## config.mk

```make
export PLATFORM = sky130hd
export DESIGN_NAME = frequency_to_pwm_duty
export DESIGN_NICKNAME = d
export VERILOG_FILES = /design/src/hdl/fpd_pkg.sv /design/src/hdl/frequency_to_pwm_duty.sv /design/src/hdl/fpd_mul.sv /design/src/hdl/fpd_div.sv
export SDC_FILE = /design/constraint.sdc
export NUM_CORES = 1
export LEC_CHECK = 0
export ABC_CLOCK_PERIOD_IN_PS = 9600
export BUFFER_PORTS_ARGS = -buffer_cell sky130_fd_sc_hd__buf_2
export CAP_MARGIN = 20
export CORE_ASPECT_RATIO = 1.25
export CORE_MARGIN = 2
export CORE_UTILIZATION = 50
export CTS_BUF_LIST = sky130_fd_sc_hd__clkbuf_4 sky130_fd_sc_hd__clkbuf_8
export DETAILED_ROUTE_END_ITERATION = 6
export GPL_TIMING_DRIVEN = 0
export PLACE_DENSITY = 0.73
export SLEW_MARGIN = 25
export SYNTH_ARGS = -nofsm -noshare
export SYNTH_HDL_FRONTEND = slang
export SYNTH_SLANG_ARGS = --single-unit
```

## constraint.sdc

```tcl
create_clock -name i_clk -period 9.6 [get_ports i_clk]
set_input_delay 1.92 -clock i_clk [delete_from_list [all_inputs] [get_ports i_clk]]
set_output_delay 1.92 -clock i_clk [all_outputs]
set_load 0.02 [all_outputs]
```

## src/hdl/fpd_pkg.sv

```systemverilog
// Shared widths, reset values, register map and result structs of the
// frequency-to-duty block. No dependencies.
package fpd_pkg;

    localparam int STAMP_BITS  = 16;
    localparam int STAMP_IN_W  = 16;
    localparam int CLK_W       = 27;
    localparam int TOP_W       = 16;
    localparam int MUL_B_W     = (STAMP_BITS > TOP_W) ? STAMP_BITS : TOP_W;
    localparam int PROD_W      = CLK_W + MUL_B_W;
    localparam int MUL_STEPS   = MUL_B_W;
    localparam int MUL_CNT_W   = $clog2(MUL_STEPS);
    localparam int QUOT_W      = TOP_W + 1;
    localparam int DIV_STEPS   = QUOT_W;
    localparam int DIV_CNT_W   = $clog2(DIV_STEPS);
    localparam int DVS_W       = PROD_W + TOP_W;

    localparam int APB_ADDR_W  = 4;
    localparam int APB_DATA_W  = 32;
    localparam int REG_IDX_W   = 2;

    localparam logic [REG_IDX_W-1:0] REG_CLOCK_HZ      = 2'd0;
    localparam logic [REG_IDX_W-1:0] REG_FULL_SCALE_HZ = 2'd1;
    localparam logic [REG_IDX_W-1:0] REG_PWM_TOP       = 2'd2;

    localparam logic [CLK_W-1:0] CLOCK_HZ_RST      = CLK_W'(48000000);
    localparam logic [CLK_W-1:0] FULL_SCALE_HZ_RST = CLK_W'(200000);
    localparam logic [TOP_W-1:0] PWM_TOP_RST       = TOP_W'(100);

    typedef struct packed {
        logic              done;
        logic [PROD_W-1:0] prod;
    } t_mul_res;

    typedef struct packed {
        logic              done;
        logic [QUOT_W-1:0] quot;
    } t_div_res;

endpackage

```

## src/hdl/frequency_to_pwm_duty.sv

```systemverilog
// Top level: APB registers, capture state, sequencing of the serial multiply
// and divide units, and the result register. Depends on fpd_pkg, fpd_mul, fpd_div.
//
//  Channel   Signals                                        Direction
//  input     i_in_valid / o_in_ready, i_command,            in
//            i_timestamp, i_select_level
//  output    o_out_valid / i_out_ready, o_compare_a,        out
//            o_compare_b
//  config    psel, penable, pwrite, paddr, pwdata, prdata   APB slave
//
// A result is registered after its input beat passes a registered start, the
// 16-step serial multipliers, a registered hand-over, the 17-step divider, the
// registered clamped duty and the compare registers. No new beat is taken until
// the item has moved to the output register. The next item is accepted while a
// finished result still waits there; one that finds it full waits on i_out_ready.
// Reset is synchronous and active low and restores the register defaults.
module frequency_to_pwm_duty
    import fpd_pkg::*;
(
    input  logic                  i_clk,
    input  logic                  i_rst_n,
    input  logic                  i_in_valid,
    output logic                  o_in_ready,
    input  logic                  i_command,
    input  logic [STAMP_IN_W-1:0] i_timestamp,
    input  logic                  i_select_level,
    output logic                  o_out_valid,
    input  logic                  i_out_ready,
    output logic [TOP_W-1:0]      o_compare_a,
    output logic [TOP_W-1:0]      o_compare_b,
    input  logic                  psel,
    input  logic                  penable,
    input  logic                  pwrite,
    input  logic [APB_ADDR_W-1:0] paddr,
    input  logic [APB_DATA_W-1:0] pwdata,
    output logic [APB_DATA_W-1:0] prdata,
    output logic                  pready
);

    localparam logic [1:0] S_IDLE = 2'd0;
    localparam logic [1:0] S_MUL  = 2'd1;
    localparam logic [1:0] S_DIV  = 2'd2;
    localparam logic [1:0] S_OUT  = 2'd3;

    logic [1:0]            r_state;
    logic [CLK_W-1:0]      r_clock_hz;
    logic [CLK_W-1:0]      r_full_scale_hz;
    logic [TOP_W-1:0]      r_top;
    logic [STAMP_BITS-1:0] r_last_stamp;
    logic [STAMP_BITS-1:0] r_period;
    logic                  r_sel;
    logic                  r_mul_start;
    logic                  r_div_start;
    logic [TOP_W-1:0]      r_duty;
    logic                  r_out_valid;
    logic [TOP_W-1:0]      r_compare_a;
    logic [TOP_W-1:0]      r_compare_b;

    logic                  in_beat;
    logic                  cfg_write;
    logic [REG_IDX_W-1:0]  reg_idx;
    logic [STAMP_BITS-1:0] n_delta;
    logic [TOP_W-1:0]      n_duty;
    logic                  n_out_valid;
    logic                  out_free;
    t_mul_res              num_res;
    t_mul_res              den_res;
    t_div_res              div_res;

    assign pready      = 1'b1;
    assign reg_idx     = paddr[APB_ADDR_W-1:2];
    assign cfg_write   = psel && penable && pwrite;
    assign o_in_ready  = (r_state == S_IDLE);
    assign in_beat     = i_in_valid && o_in_ready;
    assign out_free    = !r_out_valid || i_out_ready;
    assign n_out_valid = (r_state == S_OUT && out_free) || (r_out_valid && !i_out_ready);
    assign n_delta     = STAMP_BITS'(i_timestamp) - r_last_stamp;

    always_ff @(posedge i_clk) begin
        if (!i_rst_n) begin
            r_clock_hz      <= CLOCK_HZ_RST;
            r_full_scale_hz <= FULL_SCALE_HZ_RST;
            r_top           <= PWM_TOP_RST;
        end else if (cfg_write) begin
            unique case (reg_idx)
                REG_CLOCK_HZ:      r_clock_hz      <= pwdata[CLK_W-1:0];
                REG_FULL_SCALE_HZ: r_full_scale_hz <= pwdata[CLK_W-1:0];
                REG_PWM_TOP:       r_top           <= pwdata[TOP_W-1:0];
                default: ;
            endcase
        end
    end

    always_comb begin
        unique case (reg_idx)
            REG_CLOCK_HZ:      prdata = APB_DATA_W'(r_clock_hz);
            REG_FULL_SCALE_HZ: prdata = APB_DATA_W'(r_full_scale_hz);
            REG_PWM_TOP:       prdata = APB_DATA_W'(r_top);
            default:           prdata = '0;
        endcase
    end

    fpd_mul u_num_mul (
        .i_clk   (i_clk),
        .i_rst_n (i_rst_n),
        .i_start (r_mul_start),
        .i_a     (r_clock_hz),
        .i_b     (MUL_B_W'(r_top)),
        .o_res   (num_res)
    );

    fpd_mul u_den_mul (
        .i_clk   (i_clk),
        .i_rst_n (i_rst_n),
        .i_start (r_mul_start),
        .i_a     (r_full_scale_hz),
        .i_b     (MUL_B_W'(r_period)),
        .o_res   (den_res)
    );

    fpd_div u_div (
        .i_clk   (i_clk),
        .i_rst_n (i_rst_n),
        .i_start (r_div_start),
        .i_num   (num_res.prod),
        .i_den   (den_res.prod),
        .o_res   (div_res)
    );

    // No period yet gives zero duty; a zero divisor or a quotient above the top value saturates at the top value.
    always_comb begin
        priority if (r_period == '0) begin
            n_duty = '0;
        end else if (den_res.prod == '0) begin
            n_duty = r_top;
        end else if (div_res.quot > QUOT_W'(r_top)) begin
            n_duty = r_top;
        end else begin
            n_duty = div_res.quot[TOP_W-1:0];
        end
    end

    always_ff @(posedge i_clk) begin
        if (!i_rst_n) begin
            r_state      <= S_IDLE;
            r_last_stamp <= '0;
            r_period     <= '0;
            r_mul_start  <= 1'b0;
            r_div_start  <= 1'b0;
            r_out_valid  <= 1'b0;
        end else begin
            r_mul_start <= in_beat;
            r_div_start <= (r_state == S_MUL) && num_res.done;
            r_out_valid <= n_out_valid;
            unique case (r_state)
                S_IDLE: begin
                    if (in_beat) begin
                        if (!i_command) begin
                            r_last_stamp <= STAMP_BITS'(i_timestamp);
                            if (n_delta != '0) begin
                                r_period <= n_delta;
                            end
                        end
                        r_state <= S_MUL;
                    end
                end
                S_MUL: begin
                    if (num_res.done) begin
                        r_state <= S_DIV;
                    end
                end
                S_DIV: begin
                    if (div_res.done) begin
                        r_state <= S_OUT;
                    end
                end
                S_OUT: begin
                    if (out_free) begin
                        r_state <= S_IDLE;
                    end
                end
                default: r_state <= S_IDLE;
            endcase
        end
    end

    always_ff @(posedge i_clk) begin
        if (in_beat) begin
            r_sel <= i_select_level;
        end
        if (r_state == S_DIV && div_res.done) begin
            r_duty <= n_duty;
        end
        if (r_state == S_OUT && out_free) begin
            r_compare_a <= r_sel ? r_duty : '0;
            r_compare_b <= r_sel ? '0 : r_duty;
        end
    end

    assign o_out_valid = r_out_valid;
    assign o_compare_a = r_compare_a;
    assign o_compare_b = r_compare_b;

    a_mul_lockstep: assert property (@(posedge i_clk) disable iff (!i_rst_n)
        num_res.done == den_res.done)
        else $error("multipliers finished out of step");

    a_div_done_in_div: assert property (@(posedge i_clk) disable iff (!i_rst_n)
        div_res.done |-> r_state == S_DIV)
        else $error("divider finished outside the divide phase");

    a_one_channel: assert property (@(posedge i_clk) disable iff (!i_rst_n)
        o_out_valid |-> (o_compare_a == '0 || o_compare_b == '0))
        else $error("both compare channels driven");

    a_duty_le_top: assert property (@(posedge i_clk) disable iff (!i_rst_n)
        (r_state == S_DIV && div_res.done) |=> r_duty <= r_top)
        else $error("duty above the top value");

endmodule

```

## src/hdl/fpd_mul.sv

```systemverilog
// Bit-serial shift-add multiplier, one multiplier bit per cycle.
// Depends on fpd_pkg.
module fpd_mul
    import fpd_pkg::*;
(
    input  logic               i_clk,
    input  logic               i_rst_n,
    input  logic               i_start,
    input  logic [CLK_W-1:0]   i_a,
    input  logic [MUL_B_W-1:0] i_b,
    output t_mul_res           o_res
);

    logic                 r_busy;
    logic                 r_done;
    logic [MUL_CNT_W-1:0] r_cnt;
    logic [PROD_W-1:0]    r_acc;
    logic [PROD_W-1:0]    r_mcand;
    logic [MUL_B_W-1:0]   r_mplier;

    always_ff @(posedge i_clk) begin
        if (!i_rst_n) begin
            r_busy <= 1'b0;
            r_done <= 1'b0;
            r_cnt  <= '0;
        end else begin
            r_done <= !i_start && r_busy && (r_cnt == MUL_CNT_W'(MUL_STEPS - 1));
            if (i_start) begin
                r_busy <= 1'b1;
                r_cnt  <= '0;
            end else if (r_busy) begin
                r_cnt <= r_cnt + MUL_CNT_W'(1);
                if (r_cnt == MUL_CNT_W'(MUL_STEPS - 1)) begin
                    r_busy <= 1'b0;
                end
            end
        end
    end

    // The multiplicand walks left while the multiplier shifts out LSB first.
    always_ff @(posedge i_clk) begin
        if (i_start) begin
            r_acc    <= '0;
            r_mcand  <= PROD_W'(i_a);
            r_mplier <= i_b;
        end else if (r_busy) begin
            if (r_mplier[0]) begin
                r_acc <= r_acc + r_mcand;
            end
            r_mcand  <= r_mcand << 1;
            r_mplier <= r_mplier >> 1;
        end
    end

    assign o_res.done = r_done;
    assign o_res.prod = r_acc;

endmodule

```

## src/hdl/fpd_div.sv

```systemverilog
// Restoring divider producing one quotient bit per cycle, with one extra
// leading bit that flags a quotient beyond the compare range. Depends on fpd_pkg.
module fpd_div
    import fpd_pkg::*;
(
    input  logic              i_clk,
    input  logic              i_rst_n,
    input  logic              i_start,
    input  logic [PROD_W-1:0] i_num,
    input  logic [PROD_W-1:0] i_den,
    output t_div_res          o_res
);

    logic                 r_busy;
    logic                 r_done;
    logic [DIV_CNT_W-1:0] r_cnt;
    logic [PROD_W-1:0]    r_rem;
    logic [DVS_W-1:0]     r_dvs;
    logic [QUOT_W-1:0]    r_quot;
    logic                 fits;

    assign fits = ({TOP_W'(0), r_rem} >= r_dvs);

    always_ff @(posedge i_clk) begin
        if (!i_rst_n) begin
            r_busy <= 1'b0;
            r_done <= 1'b0;
            r_cnt  <= '0;
        end else begin
            r_done <= !i_start && r_busy && (r_cnt == DIV_CNT_W'(DIV_STEPS - 1));
            if (i_start) begin
                r_busy <= 1'b1;
                r_cnt  <= '0;
            end else if (r_busy) begin
                r_cnt <= r_cnt + DIV_CNT_W'(1);
                if (r_cnt == DIV_CNT_W'(DIV_STEPS - 1)) begin
                    r_busy <= 1'b0;
                end
            end
        end
    end

    // The divisor starts at its highest weight and moves right one bit a step.
    // When it fits, it is no larger than the remainder, so its low part suffices.
    always_ff @(posedge i_clk) begin
        if (i_start) begin
            r_rem  <= i_num;
            r_dvs  <= {i_den, TOP_W'(0)};
            r_quot <= '0;
        end else if (r_busy) begin
            if (fits) begin
                r_rem <= r_rem - r_dvs[PROD_W-1:0];
            end
            r_quot <= {r_quot[QUOT_W-2:0], fits};
            r_dvs  <= r_dvs >> 1;
        end
    end

    assign o_res.done = r_done;
    assign o_res.quot = r_quot;

endmodule
```

After elaboration in Yosys (flattened, before gate mapping) --
Index checks and enable logic that the tools add are counted.
Cells by class: add/subtract/negate cells 7, $lt $le $gt $ge 2, equality and inequality tests 12, multiplexer cells 30, bitwise operators 2, reductions and logical operators 37
Operator list (count):
- two-way mux 43 bit | 3
- two-way mux 59 bit | 2
- two-way mux 27 bit | 4
- two-way mux 16 bit | 6
- adder 43 bit | 2
- case mux 27 bit (3 select lines) | 1
- >= comparator 43 x 59 -> 1 bit | 1
- logical NOT 43 bit | 1
- subtractor 43 bit | 1
- greater-than comparator 17 x 16 -> 1 bit | 1
- logical NOT 16 bit | 1
- nonzero test 16 bit | 1
- subtractor 16 bit | 1
- AND reduction 2 bit | 6
- logical AND 1 bit | 11
- two-way mux 1 bit | 9
- adder 4 x 1 -> 4 bit, second input constant | 2
- equality test 4 bit, second input constant | 2
- two-way mux 2 bit | 4
- case mux 2 bit (4 select lines) | 1
- AND reduction 4 bit | 2
- nonzero test 2 bit | 4
- equality test 2 bit, second input constant | 3
- != test 2 x 1 -> 1 bit, second input constant | 3
- other kinds (10) | 18
Storage, ports and cells: bits in registers 497, output and inout port bits 67

Logic depth before layout (Yosys ltp) --
Gate-level depths: netlist of the first run.
depth after elaboration 4, depth in mapped cells 15, gate-level depth less buffers 15

Cells and area by module --
Synthesis of the first run repeated with hierarchy kept, for this count alone.
Unflattened totals: cell total of the unflattened synthesis 3130, area, all modules 28692.5 µm²
Modules (own cells, without submodules):
- fpd_mul | times used 2, cells an instance 690, area each 6458.7 µm²
- frequency_to_pwm_duty | times used 1, cells an instance 935, area each 8031.5 µm²
- fpd_div | times used 1, cells an instance 815, area each 7743.7 µm²

Least setup slack after synthesis of the first run --
OpenSTA, ideal clock, no wires.
kind in2out, from input paddr[3], to output prdata[10], arrival 3.587 ns, data required time 7.680 ns, slack 4.093 ns, cell stages on the path 5, buffers on the path 3, cell sequence clkbuf_1 buf_1 clkbuf_1 mux2i_1 o21ai_0
On the way: cells in the longest elaborated chain, start to end 2, elaborated cells between the ends (all ways) 4
RTL lines:
- start, declared | RTL line frequency_to_pwm_duty.sv:34 | input logic [APB_ADDR_W-1:0] paddr,
- equality test 2 bit (tied with other cells) | RTL line frequency_to_pwm_duty.sv:95 | unique case (reg_idx)
- case mux 27 bit (3 select lines) * | RTL line frequency_to_pwm_duty.sv:95
- end, declared | RTL line frequency_to_pwm_duty.sv:36 | output logic [APB_DATA_W-1:0] prdata,
Every way passes the cells marked *; elsewhere a longest branch is shown, timed or not.

Worst setup path after layout of the first run --
from input paddr[3], to output prdata[3]
Same word-level chain as after synthesis.

==> impl_metrics.json, run 1 <==
{
  "tightest_slew_ps": 1120,
  "netSwitchingPower_mw": 2.33,
  "rows": 95,
  "cp.required_ps": 7680,
  "dieArea_sq_mm": 0.0565,
  "port_buffers": 113,
  "dp.cells": 3738,
  "crit_type": "input port to output pin",
  "yosysTopAreaCell": "edfxtp_1",
  "finalCritPeriodShare": 0.672,
  "yosysSeqAreaShare": 0.445,
  "pre_cts_ws_ps": 3280,
  "grt_max_degree": 44,
  "cts-root-buf": "clkbuf_8",
  "cts_tree": "done",
  "cts_resized": 0,
  "hold_slack_ps": 461,
  "min_path_type": "register to register",
  "drtIter0Drc": 1548,
  "power.share.clock": 0.295,
  "floorplan.initialDensity": 0.507,
  "status": "complete, no violations",
  "netSwitchingFraction": 0.339,
  "drc": 0,
  "synth_top_cells_by_area": "edfxtp_1 (24%), dfxtp_1 (20%), ha_1 (7.6%), nand2_1 (6.2%), mux2i_1 (4.4%)",
  "synth_area_sq_mm": 0.0273,
  "via_per_inst": 5.70,
  "instances_no_fill": 3892,
  "hold_start": "r_last_stamp[8]$_SDFFE_PN0P_",
  "die_x_um": 213,
  "yosysMostFrequentCell": "nand2_1",
  "die_h_um": 265,
  "final_util": 0.570,
  "rsz0062_at_grt": "false",
  "clk_pin_slew_ps": 60,
  "max_cap_violations": 0,
  "holdPathEnd": "r_last_stamp[8]$_SDFFE_PN0P_",
  "yosysWarnings": 0,
  "max_slew_margin": 0.251,
  "clock_skew_ps": 39.8,
  "antenna_found_initial": 6,
  "power_frac_seq": 0.405,
  "core_sq_mm": 0.0538,
  "combPwrFrac": 0.300,
  "first_global_vias": 21700,
  "post_drt_wl_per_cell_um": 19.3,
  "timing.rr.end": "u_div.r_rem[27]$_DFFE_PP_",
  "grt_overflow": 0,
  "grtUsageTotal": 0.265,
  "hold_viol": 0,
  "area_growth_pct": 12.3,
  "gp_congestion": 0.951,
  "clk_latency_ps": 690,
  "worstRegToRegCells": 13,
  "postLayoutCellArea_sq_mm": 0.0307,
  "antenna_left": 0,
  "synth.avg_cell_area_sq_um": 9.44,
  "drt_wl_total_mm": 75.0,
  "whs_path_depth": 2,
  "ir_drop_v": 0.000134,
  "yosysTopAreaCellShare": 0.243,
  "r2r-start": "u_div.r_dvs[20]$_DFFE_PP_",
  "path_max_fanout": 10,
  "internal_power_mw": 4.55,
  "placed_cell_area_sq_mm": 0.0289,
  "power.leakage_nw": 12.2,
  "worstPathArrival_ps": 4530,
  "cts_buffers": 81,
  "synthArstFlopShare": 0,
  "start_kind": "input port",
  "worstSetupEndpointType": "output pin",
  "reg2reg_slack_ps": 5050,
  "postCtsHoldBufs": 0,
  "ys.flop_type": "dfxtp_1",
  "firstDrtPassIters": 6,
  "synth_cell_types": 91,
  "grt_pass1_wl_mm": 117,
  "synth-edff-count": 221,
  "clock_sinks": 497,
  "setup_tns_ps": 0,
  "synthCells": 2892,
  "cts_setup_buffers": 0,
  "synth_commonest_cells": "nand2_1 (449), dfxtp_1 (276), a21oi_1 (229)",
  "ios": 128,
  "worst_slack_ps": 3150,
  "cts_max_path_buffers": 3,
  "drive_gt1_frac": 0.126,
  "slew_viol_final": 0,
  "finalPower_mw": 6.88,
  "p_per_area_mw_per_mm2": 224,
  "fmax_ghz": 0.155,
  "dp_hpwl_mm": 57.9,
  "vias": 22200,
  "ys_ff_latch": 497,
  "min_period_ps": 6450,
  "nNetsFinal": 3325,
  "htreeDepth": 3,
  "setup_violations": 0
}
-- cells by family (layout without fill, tap and decap cells) --
kind of cell	after synthesis	after routing	share of synthesized area
fa+ha+maj	170	170	0.0790
flops	497	497	0.445
simple gates	935	935	0.155
mux	204	204	0.0786
other cells	2	10	0.000275
compound gates	684	684	0.161
buf+inv	271	536	0.0389
xor+xnor	129	129	0.0414
-- how the worst max path moves through the flow --
stage               slack, ps          to  cells past startpoint      from
floorplan                4090  prdata[10]                      5  paddr[3]
global placement         3310   prdata[3]                      6  paddr[3]
detailed placement       3280   prdata[3]                      6  paddr[3]
CTS                      3260   prdata[3]                      6  paddr[3]
global route             3130   prdata[3]                      6  paddr[3]
finish                   3150   prdata[3]                      6  paddr[3]
-- flip-flops by register name, indices dropped and copies added (netlist names), 2 cells and up --
name,cells
u_den_mul.r_mcand,43
u_num_mul.r_cnt,4
u_div.r_rem,43
r_state,2
u_num_mul.r_mcand,43
r_full_scale_hz,27
r_duty,16
u_den_mul.r_acc,43
u_div.r_dvs,59
o_compare_b,16
u_den_mul.r_cnt,4
u_den_mul.r_mplier,16
u_div.r_cnt,5
r_clock_hz,27
u_num_mul.r_mplier,16
r_top,16
r_last_stamp,16
u_num_mul.r_acc,43
o_compare_a,16
r_period,16
u_div.r_quot,17
-- final cells by class --
| type | count | area (sq um) |
|---|---|---|
| fill | 4712 | 23200 |
| inverter | 119 | 447 |
| tap | 727 | 910 |
| sequential | 497 | 12200 |
| clock buffer | 135 | 1620 |
| timing repair buffer | 115 | 606 |
| buffer | 152 | 617 |
| antenna | 4 | 10.0 |
| clock inverter | 15 | 184 |
| multi-input combinational | 2128 | 14100 |
-- layer usage --
layer | vias to the layer above | GRT usage | share of wire
met2 | 748 | 0.466 | 0.50
met1 | 10600 | 0.322 | 0.40
met3 | 144 | 0.0370 | 0.064
met5 | - | 0 | 0
met4 | 0 | 0.112 | 0.037
li1 | 10700 | - | -
-- power groups by stage --
stage,Clock [mW],Sequential [mW],Combinational (mW)
final,2.03,2.79,2.06
after global routing,2.15,2.81,2.27
after CTS,2.06,2.78,2.04
after detailed placement,0,2.83,2.03
after global placement,0,2.82,1.96
after floorplan,0,2.73,1.58
-- worst max-delay path: stages --
cell and delay [ps]:
clkbuf_1 230, buf_1 630, clkbuf_1 770, mux2i_1 190, o21ai_0 500, buf_2 270
-- layout by cell type (no fill, tap or decap), types with 8 or more instances in the layout --
master,netlist,routed
a211oi_1,22,22
a21boi_0,24,24
a21o_1,73,73
a21oi_1,229,229
a22o_1,35,35
a31oi_1,16,16
and2_1,37,37
and3_1,13,13
buf_1,20,20
buf_2,6,119
clkbuf_1,118,117
clkbuf_4,0,38
clkbuf_8,0,97
dfxtp_1,276,276
edfxtp_1,221,221
ha_1,166,166
inv_1,118,118
mux2_2,83,83
mux2i_1,120,120
nand2_1,449,449
nand2b_1,18,17
nand3_1,44,44
nand3b_1,8,8
nand4_1,31,31
nor2_1,191,191
nor2b_1,52,51
nor3_1,18,17
nor4_1,24,24
o211ai_1,11,11
o21a_1,32,32
o21ai_0,120,120
o21ai_1,18,18
o21bai_1,26,26
o22ai_1,8,8
o31ai_1,9,9
or3_1,11,11
xnor2_1,81,81
xor2_1,48,48
Note: power is estimated with default switching activity, not from simulation.
==> inputs of run 2 (changes only) <==
- ABC_CLOCK_PERIOD_IN_PS: 9600 -> 5450
- PLACE_DENSITY: 0.73 -> 0.76
- clock period: 9.6 -> 5.45 ns (I/O delays scaled with it)
==> run 2 against run 1 <==
  * Flip-flop and latch count is the same
  * Cell count decreased by 0.13%
  * Clock power rose by 73%
  * Largest power group unchanged
  * Highest routed layer unchanged
==> impl_metrics.json, run 2 (synthesis gave the netlist of run 1 again) <==
{
  "status": "complete, no violations",
  "min_path_type": "register to register",
  "finalPower_mw": 12.0,
  "area_growth_pct": 12.2,
  "drt_wl_total_mm": 72.4,
  "combPwrFrac": 0.299,
  "ios": 128,
  "postLayoutCellArea_sq_mm": 0.0306,
  "vias": 21800,
  "htreeDepth": 3,
  "clk_pin_slew_ps": 60,
  "placed_cell_area_sq_mm": 0.0289,
  "hold_viol": 0,
  "cts_resized": 0,
  "tightest_slew_ps": 1100,
  "p_per_area_mw_per_mm2": 392,
  "start_kind": "input port",
  "finalCritPeriodShare": 0.858,
  "ir_drop_v": 0.000225,
  "cp_common_cell": "clkbuf_1",
  "clk_latency_ps": 700,
  "antenna_found_initial": 2,
  "drive_gt1_frac": 0.122,
  "slowest_stage": "clkbuf_1",
  "netSwitchingFraction": 0.340,
  "cts_max_path_buffers": 3,
  "first_global_vias": 21300,
  "grtUsageTotal": 0.258,
  "rsz0062_at_grt": "false",
  "core_sq_mm": 0.0538,
  "layout_commonest_cell": "nand2_1",
  "slew_viol_final": 0,
  "path_max_fanout": 10,
  "cts_tree": "done",
  "max_slew_margin": 0.265,
  "instances_no_fill": 3887,
  "firstDrtPassIters": 6,
  "netSwitchingPower_mw": 4.09,
  "grt_pass1_wl_mm": 114,
  "clock_sinks": 497,
  "die_h_um": 265,
  "setup_tns_ps": 0,
  "antenna_left": 0,
  "internal_power_mw": 7.93,
  "post_drt_wl_per_cell_um": 18.6,
  "crit_chain": "clkbuf_1, buf_1, clkbuf_1, mux2i_1, o21ai_0, buf_2",
  "postCtsHoldBufs": 0,
  "cts_setup_buffers": 0,
  "gp_congestion": 0.911,
  "fmax_ghz": 0.214,
  "max_cap_violations": 0,
  "dieArea_sq_mm": 0.0565,
  "dp_hpwl_mm": 55.6,
  "dp.cells": 3738,
  "worstSetupEndpointType": "output pin",
  "slowest_delay_ps": 750,
  "setup_violations": 0,
  "via_per_inst": 5.61,
  "rows": 95,
  "crit_type": "input port to output pin",
  "clock_skew_ps": 47.8,
  "worstPathArrival_ps": 3590,
  "drc": 0,
  "cts-root-buf": "clkbuf_8",
  "nNetsFinal": 3322,
  "grt_max_degree": 44,
  "drtIter0Drc": 1540,
  "power.share.clock": 0.293,
  "largest_reg_flops": 59,
  "min_period_ps": 4680,
  "power_frac_seq": 0.408,
  "final_util": 0.569,
  "max_flop_register": "u_div.r_dvs",
  "cts_buffers": 78,
  "port_buffers": 113,
  "floorplan.initialDensity": 0.507,
  "die_x_um": 213,
  "power.leakage_nw": 12.2,
  "cp.required_ps": 4360,
  "layout_common_cells": "nand2_1 (449), dfxtp_1 (276), a21oi_1 (229)",
  "grt_overflow": 0
}
run 2: changes by cell type in the layout (fill, tap and decap cells not counted), moves of 2 or more:
cell	delta
clkbuf_8	-4
clkinv_1	+6
clkbuf_4	-12
clkinv_2	+5
clkinv_8	+2
inv_6	-3
run 2: final cells by class:
cell class	instances	area (sq um)
clock buffer	119	1480
timing repair buffer	115	613
tap	727	910
antenna	3	7.51
inverter	119	447
clock inverter	27	292
fill	4728	23200
sequential	497	12200
buffer	152	616
multi-input combinational	2128	14100
run 2: through the flow:
stage,setup WS [ps],hold slack (ps)
after floorplan,1600,443
after global placement,101,450
after detailed placement,839,457
after CTS,839,465
after global routing,625,488
final,774,462
run 2: worst max-delay path, delay by kind of cell:
kind | cells | cell delay (ps)
compound gates | 1 | 490
mux | 1 | 180
buf+inv | 4 | 1810
run 2: metal layers:
metal | track usage | part of all wire | vias to the layer above
met5 | 0 | 0 | -
met4 | 0.130 | 0.048 | 0
met3 | 0.0316 | 0.053 | 166
met2 | 0.442 | 0.49 | 647
met1 | 0.320 | 0.41 | 10300
li1 | - | - | 10700
run 2: worst paths after layout:
| path | cells after the start | startpoint | slack (ps) | to |
|---|---|---|---|---|
| worst max register to register | 13 | u_div.r_dvs[19]$_DFFE_PP_ | 980 | u_div.r_rem[18]$_DFFE_PP_ |
| worst min register to register | 2 | r_last_stamp[10]$_SDFFE_PN0P_ | 460 | r_last_stamp[10]$_SDFFE_PN0P_ |
| worst min-delay path | 2 | r_last_stamp[10]$_SDFFE_PN0P_ | 460 | r_last_stamp[10]$_SDFFE_PN0P_ |
| worst max-delay path | 6 | paddr[3] | 770 | prdata[6] |
run 2: power groups by stage:
stage,Sequential (mW),Clock [mW],Combinational [mW]
3_3_place_gp,4.96,0,3.47
2_1_floorplan,4.81,0,2.78
3_5_place_dp,4.97,0,3.54
6_report,4.91,3.52,3.59
5_1_grt,4.95,3.72,4.00
4_1_cts,4.89,3.57,3.56
